<file path="config.mk">
export PLATFORM = sky130hd
export DESIGN_NAME = ultrasonic_echo_ranger
export DESIGN_NICKNAME = d
export VERILOG_FILES = /design/src/hw/rtl/uer_pkg.sv /design/src/hw/rtl/ultrasonic_echo_ranger.sv /design/src/hw/rtl/uer_step.sv
export SDC_FILE = /design/constraint.sdc
export NUM_CORES = 1
export LEC_CHECK = 0
export ABC_AREA = 1
export BUFFER_PORTS_ARGS = -buffer_cell sky130_fd_sc_hd__buf_4
export CORE_MARGIN = 2
export CORE_UTILIZATION = 40
export DETAILED_ROUTE_END_ITERATION = 12
export HOLD_SLACK_MARGIN = 0.12
export PLACE_DENSITY = 0.67
export SYNTH_ARGS = -nofsm -noshare
export SYNTH_HDL_FRONTEND = slang
export SYNTH_SLANG_ARGS = --single-unit
</file>
<file path="constraint.sdc">
create_clock -name i_clk -period 3.2 [get_ports i_clk]
set_input_delay 0.16 -clock i_clk [delete_from_list [all_inputs] [get_ports i_clk]]
set_output_delay 0.16 -clock i_clk [all_outputs]
set_load 0.05 [all_outputs]
</file>
<file path="src/hw/rtl/uer_pkg.sv">
`default_nettype none

package uer_pkg;

    typedef enum logic [1:0] {
        PH_IDLE,
        PH_TRIG,
        PH_WAIT,
        PH_MEAS
    } t_phase;

    typedef enum logic [1:0] {
        STATUS_OK      = 2'd0,
        STATUS_NO_ECHO = 2'd1,
        STATUS_TOO_LONG = 2'd2
    } t_status;

    localparam logic [7:0] CFG_TRIGGER_TICKS  = 8'd0;
    localparam logic [7:0] CFG_WAIT_LIMIT     = 8'd1;
    localparam logic [7:0] CFG_SAMPLE_DIVIDER = 8'd2;
    localparam logic [7:0] CFG_ECHO_LIMIT     = 8'd3;

    localparam logic [7:0]  RST_TRIGGER_TICKS  = 8'd20;
    localparam logic [15:0] RST_WAIT_LIMIT     = 16'd1000;
    localparam logic [7:0]  RST_SAMPLE_DIVIDER = 8'd9;
    localparam logic [15:0] RST_ECHO_LIMIT     = 16'd10000;

    localparam int DIST_BITS = 17;

    typedef struct packed {
        logic [DIST_BITS-1:0] distance;
        t_status              status;
        logic                 done_res;
        logic                 trigger_level;
    } t_result;

endpackage

`default_nettype wire

</file>
<file path="src/hw/rtl/ultrasonic_echo_ranger.sv">
// Ultrasonic ranging controller for an echo sensor with trigger and echo pins.
// The slave stream carries one word per microsecond tick: a start request and
// the sampled echo level. Every accepted word yields exactly one master word
// holding the trigger pin level, a done flag, a status and a distance in mm.
// A start while idle raises the trigger for trigger_ticks ticks; the block
// then waits for echo, and while echo is high samples it every sample_divider
// ticks. Status 1 means echo never rose, status 2 means echo stayed too long.
// The result word is registered and is valid in the cycle after acceptance.
// Throughput is one word per cycle while the receiver is ready, set by the single
// output register, which still takes a new word in the cycle that the pending result is taken.
// When the receiver stalls, the result is held and the slave side is stalled.
// Configuration writes take effect at once and are accepted in every cycle;
// indexes beyond the last register are ignored. Synchronous reset restores
// the default register values, returns the sequencer to idle and clears the
// counters and the output valid flag.
`default_nettype none

module ultrasonic_echo_ranger
    import uer_pkg::*;
#(
    parameter int COUNT_BITS = 16
) (
    input  wire logic        i_clk,
    input  wire logic        i_rst_n,
    input  wire logic        i_s_tvalid,
    output logic             o_s_tready,
    input  wire logic [7:0]  i_s_tdata,   // echo_level in bit 1, start_req in bit 0
    output logic             o_m_tvalid,
    input  wire logic        i_m_tready,
    output logic [23:0]      o_m_tdata,   // distance[16:0], status[1:0], done_res, trigger_level
    input  wire logic        i_cfg_valid,
    output logic             o_cfg_ready,
    input  wire logic [7:0]  i_cfg_addr,
    input  wire logic [15:0] i_cfg_data
);

    logic [7:0]            r_trigger_ticks;
    logic [15:0]           r_wait_limit;
    logic [7:0]            r_sample_divider;
    logic [15:0]           r_echo_limit;

    t_phase                r_phase;
    logic [7:0]            r_trigger_count;
    logic [COUNT_BITS-1:0] r_wait_count;
    logic [7:0]            r_divider_count;
    logic [COUNT_BITS-1:0] r_width_count;

    t_phase                n_phase;
    logic [7:0]            n_trigger_count;
    logic [COUNT_BITS-1:0] n_wait_count;
    logic [7:0]            n_divider_count;
    logic [COUNT_BITS-1:0] n_width_count;
    t_result               n_result;

    logic                  r_out_valid;
    t_result               r_out;

    logic                  s_accept;

    assign o_s_tready  = !r_out_valid || i_m_tready;
    assign s_accept    = i_s_tvalid && o_s_tready;
    assign o_cfg_ready = 1'b1;
    assign o_m_tvalid  = r_out_valid;
    assign o_m_tdata   = {3'b000, r_out};

    uer_step #(
        .COUNT_BITS(COUNT_BITS)
    ) u_step (
        .i_start_req     (i_s_tdata[0]),
        .i_echo_level    (i_s_tdata[1]),
        .i_trigger_ticks (r_trigger_ticks),
        .i_wait_limit    (r_wait_limit),
        .i_sample_divider(r_sample_divider),
        .i_echo_limit    (r_echo_limit),
        .i_phase         (r_phase),
        .i_trigger_count (r_trigger_count),
        .i_wait_count    (r_wait_count),
        .i_divider_count (r_divider_count),
        .i_width_count   (r_width_count),
        .o_phase         (n_phase),
        .o_trigger_count (n_trigger_count),
        .o_wait_count    (n_wait_count),
        .o_divider_count (n_divider_count),
        .o_width_count   (n_width_count),
        .o_result        (n_result)
    );

    always_ff @(posedge i_clk) begin
        if (!i_rst_n) begin
            r_trigger_ticks  <= RST_TRIGGER_TICKS;
            r_wait_limit     <= RST_WAIT_LIMIT;
            r_sample_divider <= RST_SAMPLE_DIVIDER;
            r_echo_limit     <= RST_ECHO_LIMIT;
        end else if (i_cfg_valid) begin
            case (i_cfg_addr)
                CFG_TRIGGER_TICKS:  r_trigger_ticks  <= i_cfg_data[7:0];
                CFG_WAIT_LIMIT:     r_wait_limit     <= i_cfg_data;
                CFG_SAMPLE_DIVIDER: r_sample_divider <= i_cfg_data[7:0];
                CFG_ECHO_LIMIT:     r_echo_limit     <= i_cfg_data;
                default: begin
                end
            endcase
        end
    end

    always_ff @(posedge i_clk) begin
        if (!i_rst_n) begin
            r_phase         <= PH_IDLE;
            r_trigger_count <= '0;
            r_wait_count    <= '0;
            r_divider_count <= '0;
            r_width_count   <= '0;
        end else if (s_accept) begin
            r_phase         <= n_phase;
            r_trigger_count <= n_trigger_count;
            r_wait_count    <= n_wait_count;
            r_divider_count <= n_divider_count;
            r_width_count   <= n_width_count;
        end
    end

    always_ff @(posedge i_clk) begin
        if (!i_rst_n) begin
            r_out_valid <= 1'b0;
        end else if (s_accept) begin
            r_out_valid <= 1'b1;
        end else if (i_m_tready) begin
            r_out_valid <= 1'b0;
        end
    end

    always_ff @(posedge i_clk) begin
        if (s_accept) begin
            r_out <= n_result;
        end
    end

endmodule

`default_nettype wire

</file>
<file path="src/hw/rtl/uer_step.sv">
`default_nettype none

module uer_step
    import uer_pkg::*;
#(
    parameter int COUNT_BITS = 16
) (
    input  wire logic                  i_start_req,
    input  wire logic                  i_echo_level,
    input  wire logic [7:0]            i_trigger_ticks,
    input  wire logic [15:0]           i_wait_limit,
    input  wire logic [7:0]            i_sample_divider,
    input  wire logic [15:0]           i_echo_limit,
    input  wire t_phase                i_phase,
    input  wire logic [7:0]            i_trigger_count,
    input  wire logic [COUNT_BITS-1:0] i_wait_count,
    input  wire logic [7:0]            i_divider_count,
    input  wire logic [COUNT_BITS-1:0] i_width_count,
    output t_phase                     o_phase,
    output logic [7:0]                 o_trigger_count,
    output logic [COUNT_BITS-1:0]      o_wait_count,
    output logic [7:0]                 o_divider_count,
    output logic [COUNT_BITS-1:0]      o_width_count,
    output t_result                    o_result
);

    localparam int CW = (COUNT_BITS > 16) ? COUNT_BITS : 16;
    localparam logic [COUNT_BITS-1:0] ONE = {{(COUNT_BITS-1){1'b0}}, 1'b1};

    logic                 trig_more;
    logic                 wait_expired;
    logic                 width_expired;
    logic                 echo_limit_zero;
    logic [7:0]           div_inc;
    logic                 sample_now;
    logic [DIST_BITS-1:0] half_width;
    logic [DIST_BITS-1:0] dist_mm;

    assign trig_more       = i_trigger_count < i_trigger_ticks;
    assign wait_expired    = (CW'(i_wait_count) >= CW'(i_wait_limit)) || (&i_wait_count);
    assign width_expired   = (CW'(i_width_count) >= CW'(i_echo_limit)) || (&i_width_count);
    assign echo_limit_zero = i_echo_limit == 16'd0;
    assign div_inc         = i_divider_count + 8'd1;
    assign sample_now      = div_inc >= i_sample_divider;
    assign half_width      = DIST_BITS'(i_width_count >> 1);
    assign dist_mm         = half_width + {half_width[DIST_BITS-2:0], 1'b0};

    always_comb begin
        o_phase = i_phase;
        case (i_phase)
            PH_IDLE: begin
                if (i_start_req) begin
                    o_phase = PH_TRIG;
                end
            end
            PH_TRIG: begin
                if (!trig_more) begin
                    o_phase = PH_WAIT;
                end
            end
            PH_WAIT: begin
                if (!i_echo_level) begin
                    if (wait_expired) begin
                        o_phase = PH_IDLE;
                    end
                end else if (echo_limit_zero) begin
                    o_phase = PH_IDLE;
                end else begin
                    o_phase = PH_MEAS;
                end
            end
            PH_MEAS: begin
                if (sample_now && (!i_echo_level || width_expired)) begin
                    o_phase = PH_IDLE;
                end
            end
            default: begin
                o_phase = PH_IDLE;
            end
        endcase
    end

    always_comb begin
        o_trigger_count        = i_trigger_count;
        o_wait_count           = i_wait_count;
        o_divider_count        = i_divider_count;
        o_width_count          = i_width_count;
        o_result.trigger_level = 1'b0;
        o_result.done_res      = 1'b0;
        o_result.status        = STATUS_OK;
        o_result.distance      = '0;
        case (i_phase)
            PH_IDLE: begin
                if (i_start_req) begin
                    o_trigger_count        = 8'd1;
                    o_result.trigger_level = 1'b1;
                end
            end
            PH_TRIG: begin
                if (trig_more) begin
                    o_trigger_count        = i_trigger_count + 8'd1;
                    o_result.trigger_level = 1'b1;
                end else begin
                    o_wait_count = '0;
                end
            end
            PH_WAIT: begin
                if (!i_echo_level) begin
                    if (wait_expired) begin
                        o_result.done_res = 1'b1;
                        o_result.status   = STATUS_NO_ECHO;
                    end else begin
                        o_wait_count = i_wait_count + ONE;
                    end
                end else begin
                    o_divider_count = 8'd0;
                    if (echo_limit_zero) begin
                        o_width_count     = '0;
                        o_result.done_res = 1'b1;
                        o_result.status   = STATUS_TOO_LONG;
                    end else begin
                        o_width_count = ONE;
                    end
                end
            end
            PH_MEAS: begin
                o_divider_count = div_inc;
                if (sample_now) begin
                    o_divider_count = 8'd0;
                    if (i_echo_level) begin
                        if (width_expired) begin
                            o_result.done_res = 1'b1;
                            o_result.status   = STATUS_TOO_LONG;
                        end else begin
                            o_width_count = i_width_count + ONE;
                        end
                    end else begin
                        o_result.done_res = 1'b1;
                        o_result.distance = dist_mm;
                    end
                end
            end
            default: begin
            end
        endcase
    end

endmodule

`default_nettype wire
</file>
==> results of run 1 <==
==> kinds of logic (layout without fill, tap and decap cells) <==
logic type      Yosys count  in the layout  synth area share [%]
simple gates            424            424                  25.4
compound gates          193            193                  14.3
xor+xnor                 41             41                  4.81
buf+inv                 163            240                  8.84
fa+ha+maj                68             68                  11.5
flops                   120            120                  35.0
other cells               2              4                 0.101
==> metal layers <==
metal,wire length (um),share of wire (%)
met5,0,0
met4,361,2.0
met2,8280,46
met3,710,4.0
met1,8540,48
==> per-stage QoR <==
stage / hold slack, ns / power [mW]
floorplan: 0.290 / 1.88
global placement: 0.403 / 1.99
detailed placement: 0.405 / 1.99
CTS: 0.133 / 4.00
global route: 0.191 / 4.10
finish: 0.143 / 3.97
==> cell usage in the layout (no fill, tap or decap), drive strengths merged <==
cell type	Yosys	layout
o31ai	2	2
xnor2	11	11
o21a	5	5
o21ai	44	44
o21bai	4	4
nand2	207	207
xor2	30	30
nand4	32	32
a31oi	1	1
dfxtp	99	99
ha	67	67
o2111ai	1	1
conb	2	4
fa	1	1
nor3	12	12
o211ai	14	14
a21oi	112	112
edfxtp	21	21
nor2	107	107
a21o	4	4
clkbuf	19	26
a21boi	1	1
nand3	54	54
nor4	1	1
nand3b	5	5
clkinv	1	4
a22oi	4	4
buf	14	61
or2	3	3
dlygate4sd3	0	18
nor3b	3	3
a221oi	1	1
bufinv	0	1
inv	129	130
==> path summary, 6_finish.rpt <==
check / endpoint / slack, ns / start / cells past startpoint
worst max-delay path: o_m_tdata[19]$_SDFFCE_PP0P_ / 0.31 / r_divider_count[0]$_SDFFE_PN0P_ / 13
worst min-delay path: o_m_tdata[0]$_DFFE_PP_ / 0.14 / i_s_tdata[0] / 3
worst max register to register: o_m_tdata[19]$_SDFFCE_PP0P_ / 0.31 / r_divider_count[0]$_SDFFE_PN0P_ / 13
worst min register to register: r_wait_limit[11]$_SDFFE_PN0P_ / 0.46 / r_wait_limit[11]$_SDFFE_PN0P_ / 2
==> worst min-delay path, cell delays in order <==
cell and delay [ns]:
buf_4 0.07, inv_1 0.06, o21ai_0 0.15
==> cell type report <==
type	count	area share, %
Sequential cell	120	29.5
Multi-Input combinational cell	730	47.4
Clock buffer	26	6.47
Clock inverter	5	0.580
Timing Repair Buffer	79	7.22
Tap cell	229	3.24
Inverter	130	5.52
==> power groups by stage <==
stage | registers [mW] | clock network [mW] | logic, mW
2_1_floorplan | 1.66 | 0 | 0.221
3_3_place_gp | 1.61 | 0 | 0.376
3_5_place_dp | 1.61 | 0 | 0.379
4_1_cts | 1.58 | 2.02 | 0.398
5_1_grt | 1.59 | 2.08 | 0.433
6_report | 1.58 | 1.98 | 0.400
==> synth_stat cells, types with 2 or more instances <==
master,number
or2_2,2
nor3b_1,3
nand2_1,199
nor2_2,4
nand3_2,2
nand2_2,5
nand3b_1,5
o21bai_1,4
buf_4,5
inv_1,127
inv_2,2
nand3_1,51
xor2_1,30
nand2_4,3
xnor2_1,11
o31ai_1,2
o211ai_1,14
nor3_1,11
buf_6,3
dfxtp_1,99
clkbuf_1,19
o21a_1,5
o21ai_0,43
nand4_1,32
nor2_1,100
a21oi_1,111
ha_1,67
conb_1,2
nor2_4,2
a22oi_1,4
a21o_1,4
edfxtp_1,21
buf_2,5
==> flip-flops by register name (all words and copies together), names as in the netlist <==
signal            cells
r_trigger_count       8
r_echo_limit         16
r_wait_count         16
r_wait_limit         16
r_sample_divider      8
o_m_tvalid            1
r_width_count        16
r_phase               2
o_m_tdata            21
r_divider_count       8
r_trigger_ticks       8
==> repair_timing <==
action	4_1_cts	5_1_grt
buffers inserted	0	0
hold endpoints to repair	47	0
hold buffers	18	0
==> metrics.md, run 1 <==
| Metric | Value |
|---|---|
| Layout cells sized above 1 | a little over a tenth |
| Die height | 141 um |
| Int Pwr | between 2 and 3 mW |
| Post-placement cell count | roughly 1300 |
| Initial Utilization | between 40% and 50% |
| Peak VDD IR | around 0.43 mV |
| DR vias | between 6000 and 7000 |
| Dpl cell area | 8040 um2 |
| Clock sinks | 120 |
| Final worst path period share | between 90% and 100% |
| Critical path startpoint category | flop |
| Area of the multi-input gates | 4190 um2 |
| P_sw | slightly below 1 mW |
| Clock Skews | 0.00664 ns |
| Diode count | 0 |
| Clock Power Share | 50.0% |
| Post-route cell area | 8840 um2 |
| FF+latch area | approximately 2600 um2 |
| Status | complete, no violations |
| Comb pwr share | about a tenth |
| GRT Max-Usage Layer | met2 |
| Register area share after synthesis | 35.0% |
| Ports | 64 |
| Synth async-reset ratio | 0% |
| Fmax | about 350 MHz |
| Pleak | ~3.9 nW |
| CP max-delay cell | dfxtp_1 |
| GPL Wtd Cong | between 0.9 and 1 |
| Syn avg cell area | 7.38 um2 |
| Global Route Usage Sum | 18.5% |
| Synth area leader | dfxtp_1 |
| Met1 usage | between 20% and 30% |
| Met3 Use GR | about 4% |
| Synth area leaders | dfxtp_1 (27%), ha_1 (11%), nand2_1 (10%), edfxtp_1 (8.5%), a21oi_1 (7.4%) |
| Vias in the first global route | between 6000 and 7000 |
| Final Core Density | 48.7% |
| Final TNS setup | 0 ns |
| CTS clk-pin slew, worst paths | 0.05 ns |
| Post-synth cell types | 47 |
| Routed Wire Length | ~18000 um |
| Fillers | 1754 |
| Via density | 5.10 |
| Final WS setup | approximately 0.3 ns |
| Crit Path Class | flop to flop |
| Avg WL per Cell | around 14 um |
| Post-cts gate resize count | 0 |
| Clk buf depth | 2 |
| Fin. Hold Viols | 0 |
| Power per cell area | between 400 and 500 nW/um2 |
| Worst Path Max Fanout | 12 |
| First-pass GRT wire length | 29700 um |
| Die W | 141 um |
| H-Tree Depth | 4 |
| Row count | 49 |
| Net Sw Frac | between 20 and 30% |
| Final worst path period need | 2.89 ns |
| Drt first-iter violations | 503 |
| Root Buffer | clkbuf_16 |
| Clk Latency, worst-skew pair | 0.42 ns |
| HPWL Detailed | between 10000 and 15000 um |
| Max cap viols | 0 |
| CP cell instances | nand3_1 > nand3b_1 > nand3b_1 > xor2_1 > inv_1 > ha_1 > nand2_1 > nor2_1 > nand4_1 > nand3_2 > nand3_1 > o21bai_1 > a21oi_1 |
| Total CTS buffers | 17 |
| Count of flip-flops with a built-in enable after synthesis | 21 |
| Global route overflow | 0 |
| GR Util met2 | 30.3% |
| Pre-antenna DRT Iters | 5 |
| Largest net degree at the start of global routing | 52 |
| Mapped Area | between 7000 and 8000 um2 |
| Slew Viols, Final | 0 |
| Final setup viols | 0 |
| Post-synth top area share | 26.6% |
| Worst Path Arrival | approximately 3.2 ns |
| Area grow syn2layout | 18.6% |
| Die Area | just under 20000 um2 |
| Final #Nets | ~1200 |
| Non-filler instance count after layout | between 1000 and 1500 |
| DRC Markers | 0 |
| Ys flop type | dfxtp_1 |
| CP Capture Type | flop |
| Min-delay worst type | primary input to flop |
| Flop pwr share | approximately two fifths |
| RSZ-0062 raised after global routing | false |
| Crit path required time | ~3.5 ns |
| Seq cells post-synth | 120 |
| WP buf/inv | 1 |
| CP top delay family | simple AND/OR/NAND/NOR gates |
| Worst Max-Slew Pin Slew | roughly 0.89 ns |
| CTS tree | done |
| Yosys warns | 0 |
| Antenna violations before repair | 0 |
| Pre-CTS setup slack | between 0.3 and 0.4 ns |
| Slew Limit Headroom | 40.8% |
| Post-route ant nets | 0 |
| Syn Inst Count | roughly 1000 |
| Port bufs | 53 |
| Core footprint | between 15000 and 20000 um2 |
| Crit path largest cell delay | ~0.42 ns |
(Power assumes the default switching activity.)
==> run 2: changes to the inputs <==
CORE_MARGIN = 3   (was 2)
==> run 2 against run 1 <==
Sequential power about the same. Utilization decreased by 0.20 points. Global-route usage decreased by 0.71 points. Largest power group unchanged. Sequential share of layout area increased by 0.12 points. First-iteration DRC count decreased by 31%. Critical path depth increased by 3. Register-to-register slack got worse by 0.04 ns. Clock skew increased by 0.0012 ns.
==> metrics.md, run 2 (same netlist as run 1, synthesis figures left out) <==
| Metric | Value |
|---|---|
| Initial Utilization | 41.1% (unchanged) |
| Fmax | 341 MHz (-1.2%) |
| Final setup viols | 0 (unchanged) |
| CP Capture Type | flop |
| Max cap viols | 0 (unchanged) |
| CTS clk-pin slew, worst paths | 0.06 ns (about the same) |
| Setup bufs post-CTS | 0 (unchanged) |
| Slew Viols, Final | 0 (unchanged) |
| Largest net degree at the start of global routing | 52 (unchanged) |
| Clk buf depth | 2 (unchanged) |
| GPL Wtd Cong | 0.888 (-3.6%) |
| Final TNS setup | 0 ns (unchanged) |
| Min-delay worst type | primary input to flop |
| H-Tree Depth | 4 (unchanged) |
| Crit path required time | 3.54 ns (+0.07 ns) |
| Clock sinks | 120 (unchanged) |
| Worst Hold Depth | 3 (unchanged) |
| Crit path largest cell delay | 0.44 ns (+0.02 ns) |
| Clk Latency, worst-skew pair | 0.42 ns (about the same) |
| Total CTS buffers | 17 (unchanged) |
| Final #Nets | 1183 (unchanged) |
| Worst Path Arrival | 3.26 ns (+0.10 ns) |
| Non-filler instance count after layout | 1320 (+0.076%) |
| Most common cell after layout, fill and taps aside | nand2_1 |
| Area of the multi-input gates | 4200 um2 (+0.12%) |
| FF-to-FF path depth | 16 (+3) |
| DR vias | 6649 (-1.2%) |
| Final worst path period need | 2.93 ns (+0.0350 ns) |
| Pleak | 3.84 nW (-0.77%) |
| Fin. Hold Viols | 0 (unchanged) |
| FF+latch area | 2610 um2 (unchanged) |
| RSZ-0062 raised after global routing | false |
| Core footprint | 18100 um2 (unchanged) |
| HPWL Detailed | 12700 um (+0.18%) |
| Die Area | 20300 um2 (+2.9%) |
| Row count | 49 (unchanged) |
| Die height | 143 um (+1.4%) |
| Root Buffer | clkbuf_16 |
| Max FFs per register | 21 (unchanged) |
| Pre-antenna DRT Iters | 5 (unchanged) |
| Clock Skews | 0.00788 ns (+0.00124 ns) |
| Global route overflow | 0 (unchanged) |
| CTS tree | done |
| Global Route Usage Sum | 17.8% (-0.71 points) |
| Die W | 143 um (+1.4%) |
| Post-route ant nets | 0 (unchanged) |
| Pre-CTS setup slack | 0.346 ns (+0.0246 ns) |
| Vias in the first global route | 6219 (+1.0%) |
| Drt first-iter violations | 348 (-31%) |
| Final worst path period share | 91.5% (+1.1 points) |
| First-pass GRT wire length | 29500 um (-0.68%) |
| Antenna violations before repair | 0 (unchanged) |
| Final WS setup | 0.271 ns (-0.0350 ns) |
| Slew Limit Headroom | 40.8% (-0.046 points) |
| Commonest non-fill, non-tap cells in the layout | nand2_1 (199), inv_1 (127), a21oi_1 (111) |
| Worst Max-Slew Pin Slew | 0.888 ns (+0.000684 ns) |
| Crit Path Class | flop to flop |
| Diode count | 0 (unchanged) |
| Ports | 64 (unchanged) |
| Area grow syn2layout | 18.1% |
| Worst Path Max Fanout | 9 (-3) |
| Routed Wire Length | 17500 um (-2.2%) |
| Critical path startpoint category | flop |
| Layout cells sized above 1 | 10.6% (about the same) |
| CP max-delay cell | dfxtp_1 |
| Peak VDD IR | 0.370 mV (-14%) |
| Post-placement cell count | 1270 (unchanged) |
| Port bufs | 53 (unchanged) |
| Fillers | 1799 (+2.6%) |
| Status | complete, no violations |
| CP cell instances | nand3_1 > nand3b_1 > nand3b_1 > xor2_1 > inv_1 > ha_1 > nand2_1 > nor2_1 > nand4_1 > nand3_2 > buf_4 > nand4_1 > nand2_2 > buf_4 > nand3_1 > a21oi_1 |
| Power per cell area | 440 nW/um2 (-2.0%) |
| Via density | 5.04 (-1.3%) |
| Avg WL per Cell | 13.3 um (-2.3%) |
| DRC Markers | 0 (unchanged) |
-- run 2: cell types whose count changed in the layout (fill, tap and decap cells not counted), sizes merged --
cell      delta
clkbuf       -6
clkinv       +4
clkinvlp     +2
bufinv       +1
-- run 2: area by class of cell --
class,count,share of cell area (%)
clock inverter,12,1.41
inverter,130,5.54
tap,229,3.25
clock buffer,20,5.20
timing repair buffer,79,7.25
sequential,120,29.7
multi-input combinational,730,47.7
-- run 2: worst paths after layout --
kind                                   startpoint                         endpoint  slack [ns]
setup / recovery  r_divider_count[0]$_SDFFE_PN0P_   r_width_count[11]$_SDFFE_PN0P_        0.27
hold / removal                       i_s_tdata[0]           o_m_tdata[0]$_DFFE_PP_        0.13
setup reg to reg  r_divider_count[0]$_SDFFE_PN0P_   r_width_count[11]$_SDFFE_PN0P_        0.27
hold reg to reg   r_trigger_ticks[0]$_SDFFE_PN0P_  r_trigger_ticks[0]$_SDFFE_PN0P_        0.46
-- run 2: where the power goes --
part           internal [mW]  total [mW]  switching, mW
clock network           1.19        1.89          0.707
logic                  0.113       0.397          0.283
registers               1.56        1.58         0.0200
total                   2.86        3.87           1.01
-- run 2: repair_timing --
action,4_1_cts,5_1_grt
endpoints found under the hold margin,46,0
endpoints found under the setup margin,0,2
resized for setup,0,1
hold buffers,18,0
-- run 2: layer usage --
| layer | vias up | share of wire, % | global-route usage [%] |
|---|---|---|---|
| met4 | 0 | 2.1 | 6.30 |
| met1 | 3021 | 48 | 23.2 |
| met5 | - | 0 | 0 |
| li1 | 3486 | - | - |
| met2 | 110 | 46 | 29.0 |
| met3 | 32 | 3.8 | 3.97 |
-- run 2: worst max-delay path, delay by kind of cell (launching register included) --
family	cells	cell delay, ns
compound gates	1	0.15
fa+ha+maj	1	0.29
xor+xnor	1	0.14
flops	1	0.44
buf+inv	3	0.44
simple gates	10	1.37
-- run 2: stage by stage --
| stage | area (um2) | hold slack (ns) | util [%] | total power, mW |
|---|---|---|---|---|
| after floorplan | 7470 | 0.290 | - | 1.88 |
| after global placement | 8040 | 0.404 | 44.3 | 1.99 |
| after detailed placement | 8040 | 0.410 | 44.3 | 1.99 |
| after CTS | 8800 | 0.122 | 48.5 | 3.90 |
| after global routing | 8810 | 0.193 | 48.5 | 4.01 |
| final | 8810 | 0.130 | 48.5 | 3.87 |
==> run 3: changes to the inputs <==
CORE_ASPECT_RATIO = 0.5   (was default)
==> run 3 against run 2 <==
Critical path depth is the same. Sequential share of layout area about the same. Register-to-register slack gained 0.09 ns. Via count is 1.4% higher. First-iteration DRC count is 89% higher. Final area about the same. Flip-flop and latch count unchanged. Routed wire length is 4.4% higher. Clock power increased by 2%. Utilization increased by 0.84 points. Non-clock buffer count shrank 3. Final cell count up 0.15%. Largest power group unchanged.
==> metrics.md, run 3 (same netlist as run 1, synthesis figures left out) <==
| Metric | Value |
|---|---|
| Fmax | 352 MHz (+3.1%) |
| Clock Skews | 0.0132 ns (+0.00529 ns) |
| Root Buffer | clkbuf_16 |
| Routed Wire Length | 18300 um (+4.4%) |
| Global Route Usage Sum | 18.6% (+0.79 points) |
| Crit path required time | 3.48 ns (-0.06 ns) |
| CTS tree | done |
| Clk buf depth | 2 (unchanged) |
| CP top delay family | simple AND/OR/NAND/NOR gates |
| Setup bufs post-CTS | 0 (unchanged) |
| Worst Hold Depth | 3 (unchanged) |
| CP max-delay cell | dfxtp_1 |
| Final worst path period need | 2.84 ns (-0.0868 ns) |
| DRC Markers | 0 (unchanged) |
| CP Capture Type | flop |
| Die height | 103 um (-28%) |
| Clk Latency, worst-skew pair | 0.43 ns (about the same) |
| Dpl cell area | 8020 um2 (-0.20%) |
| FF+latch area | 2610 um2 (unchanged) |
| Most common cell after layout, fill and taps aside | nand2_1 |
| Crit Path Class | flop to flop |
| FF-to-FF path depth | 16 (unchanged) |
| Final worst path period share | 88.8% (-2.7 points) |
| Largest net degree at the start of global routing | 52 (unchanged) |
| Worst path depth | 16 (unchanged) |
| Total CTS buffers | 17 (unchanged) |
| Worst Path Arrival | 3.12 ns (-0.14 ns) |
| Final TNS setup | 0 ns (unchanged) |
| Area grow syn2layout | 18.0% (about the same) |
| Status | complete, no violations |
| Max cap viols | 0 (unchanged) |
| Layout cells sized above 1 | 10.6% (-0.063 points) |
| HPWL Detailed | 13000 um (+2.4%) |
| Slew Limit Headroom | 41.3% (+0.55 points) |
| Initial Utilization | 41.8% (+0.74 points) |
| Crit path largest cell delay | 0.41 ns (-0.03 ns) |
| Core footprint | 17800 um2 (-1.8%) |
| Non-filler instance count after layout | 1322 (+0.15%) |
| Via density | 5.10 (+1.2%) |
| Clock sinks | 120 (unchanged) |
| Antenna violations before repair | 0 (unchanged) |
| Max FFs per register | 21 (unchanged) |
| Final setup viols | 0 (unchanged) |
| DR vias | 6742 (+1.4%) |
| H-Tree Depth | 4 (unchanged) |
| Min-delay worst type | primary input to flop |
| Fillers | 1698 (-5.6%) |
| Slew Viols, Final | 0 (unchanged) |
| CTS clk-pin slew, worst paths | 0.06 ns (about the same) |
| RSZ-0062 raised after global routing | false |
| Peak VDD IR | 0.338 mV (-8.5%) |
| Power per cell area | 444 nW/um2 (+1.0%) |
| Avg WL per Cell | 13.8 um (+4.3%) |
| Pleak | 3.83 nW (-0.26%) |
| Top cell by count, worst path | nand2_1 |
| Ports | 64 (unchanged) |
| WP buf/inv | 1 (-2) |
| Vias in the first global route | 6554 (+5.4%) |
| Critical path startpoint category | flop |
| Post-placement cell count | 1272 (+0.16%) |
| Pre-antenna DRT Iters | 5 (unchanged) |
| Fin. Hold Viols | 0 (unchanged) |
| GPL Wtd Cong | 0.832 (-6.3%) |
| Worst Max-Slew Pin Slew | 0.879 ns (-0.00824 ns) |
| Diode count | 0 (unchanged) |
| Drt first-iter violations | 659 (+89%) |
| Die W | 199 um (+40%) |
| Post-route ant nets | 0 (unchanged) |
| Area of the multi-input gates | 4200 um2 (unchanged) |
| Global route overflow | 0 (unchanged) |
| Port bufs | 53 (unchanged) |
| Worst Path Max Fanout | 16 (+7) |
| Final #Nets | 1180 (-0.25%) |
| Row count | 34 (-31%) |
| Commonest non-fill, non-tap cells in the layout | nand2_1 (199), inv_1 (127), a21oi_1 (111) |
| Post-route cell area | 8800 um2 (about the same) |
| Die Area | 20400 um2 (+0.49%) |
| CP cell instances | nand3_1 > nand3b_1 > nand3b_1 > xor2_1 > inv_1 > ha_1 > nand2_1 > nor2_1 > nor3_1 > nand3_2 > nand4_1 > nand2_2 > nand2_4 > nand2_1 > nand2_1 > nor2_1 |
| First-pass GRT wire length | 30900 um (+4.6%) |
==> run 3: cell types whose count changed in the layout (fill, tap and decap cells not counted), sizes merged <==
cell    delta
inv        +3
buf        -3
clkinv     -2
bufinv     -1
==> run 3: worst paths after layout <==
check | start | end | slack (ns)
worst max-delay path | r_divider_count[0]$_SDFFE_PN0P_ | r_width_count[1]$_SDFFE_PN0P_ | 0.36
worst min-delay path | i_s_tdata[0] | o_m_tdata[0]$_DFFE_PP_ | 0.15
worst max register to register | r_divider_count[0]$_SDFFE_PN0P_ | r_width_count[1]$_SDFFE_PN0P_ | 0.36
worst min register to register | r_sample_divider[1]$_SDFFE_PN0P_ | r_sample_divider[1]$_SDFFE_PN0P_ | 0.46
==> run 3: timing repair <==
action | 4_1_cts | 5_1_grt
endpoints found under the setup margin | 0 | 8
gates resized for setup | 0 | 1
hold endpoints to repair | 49 | 0
hold buffers | 18 | 0
==> run 3: tightest hold or removal path, stage by stage <==
cell and delay [ns]:
buf_4 0.08, inv_1 0.06, o21ai_0 0.16
==> run 3: report_power, final <==
part	internal [mW]	switching [mW]
clock network	1.16	0.764
registers	1.56	0.0193
logic	0.113	0.287
==> run 3: per-stage QoR <==
| step | total power [mW] | util (%) | hold slack, ns | setup slack (ns) |
|---|---|---|---|---|
| after detailed placement | 1.99 | 45.0 | 0.399 | 0.348 |
| after global routing | 4.04 | 49.4 | 0.175 | 0.0270 |
| after global placement | 1.99 | 45.0 | 0.391 | 0.377 |
| after floorplan | 1.88 | - | 0.290 | 0.759 |
| after CTS | 3.92 | 49.3 | 0.152 | 0.335 |
| final | 3.91 | 49.4 | 0.153 | 0.358 |
==> run 3: layout make-up <==
class,instances,share of cell area [%]
inverters,130,5.55
well taps,234,3.33
flip-flops and latches,120,29.7
repair buffers,76,7.00
clock buffers,20,5.43
clock inverters,12,1.28
multi-input cells,730,47.7
==> run 3: per-layer routing <==
layer  up-vias  global-route usage, %  share of wire [%]
li1       3486                      -                  -
met1      3129                   23.9                 49
met2       114                   33.0                 46
met3        13                   3.75                3.9
met4         0                   3.61               0.74
met5         -                      0                  0
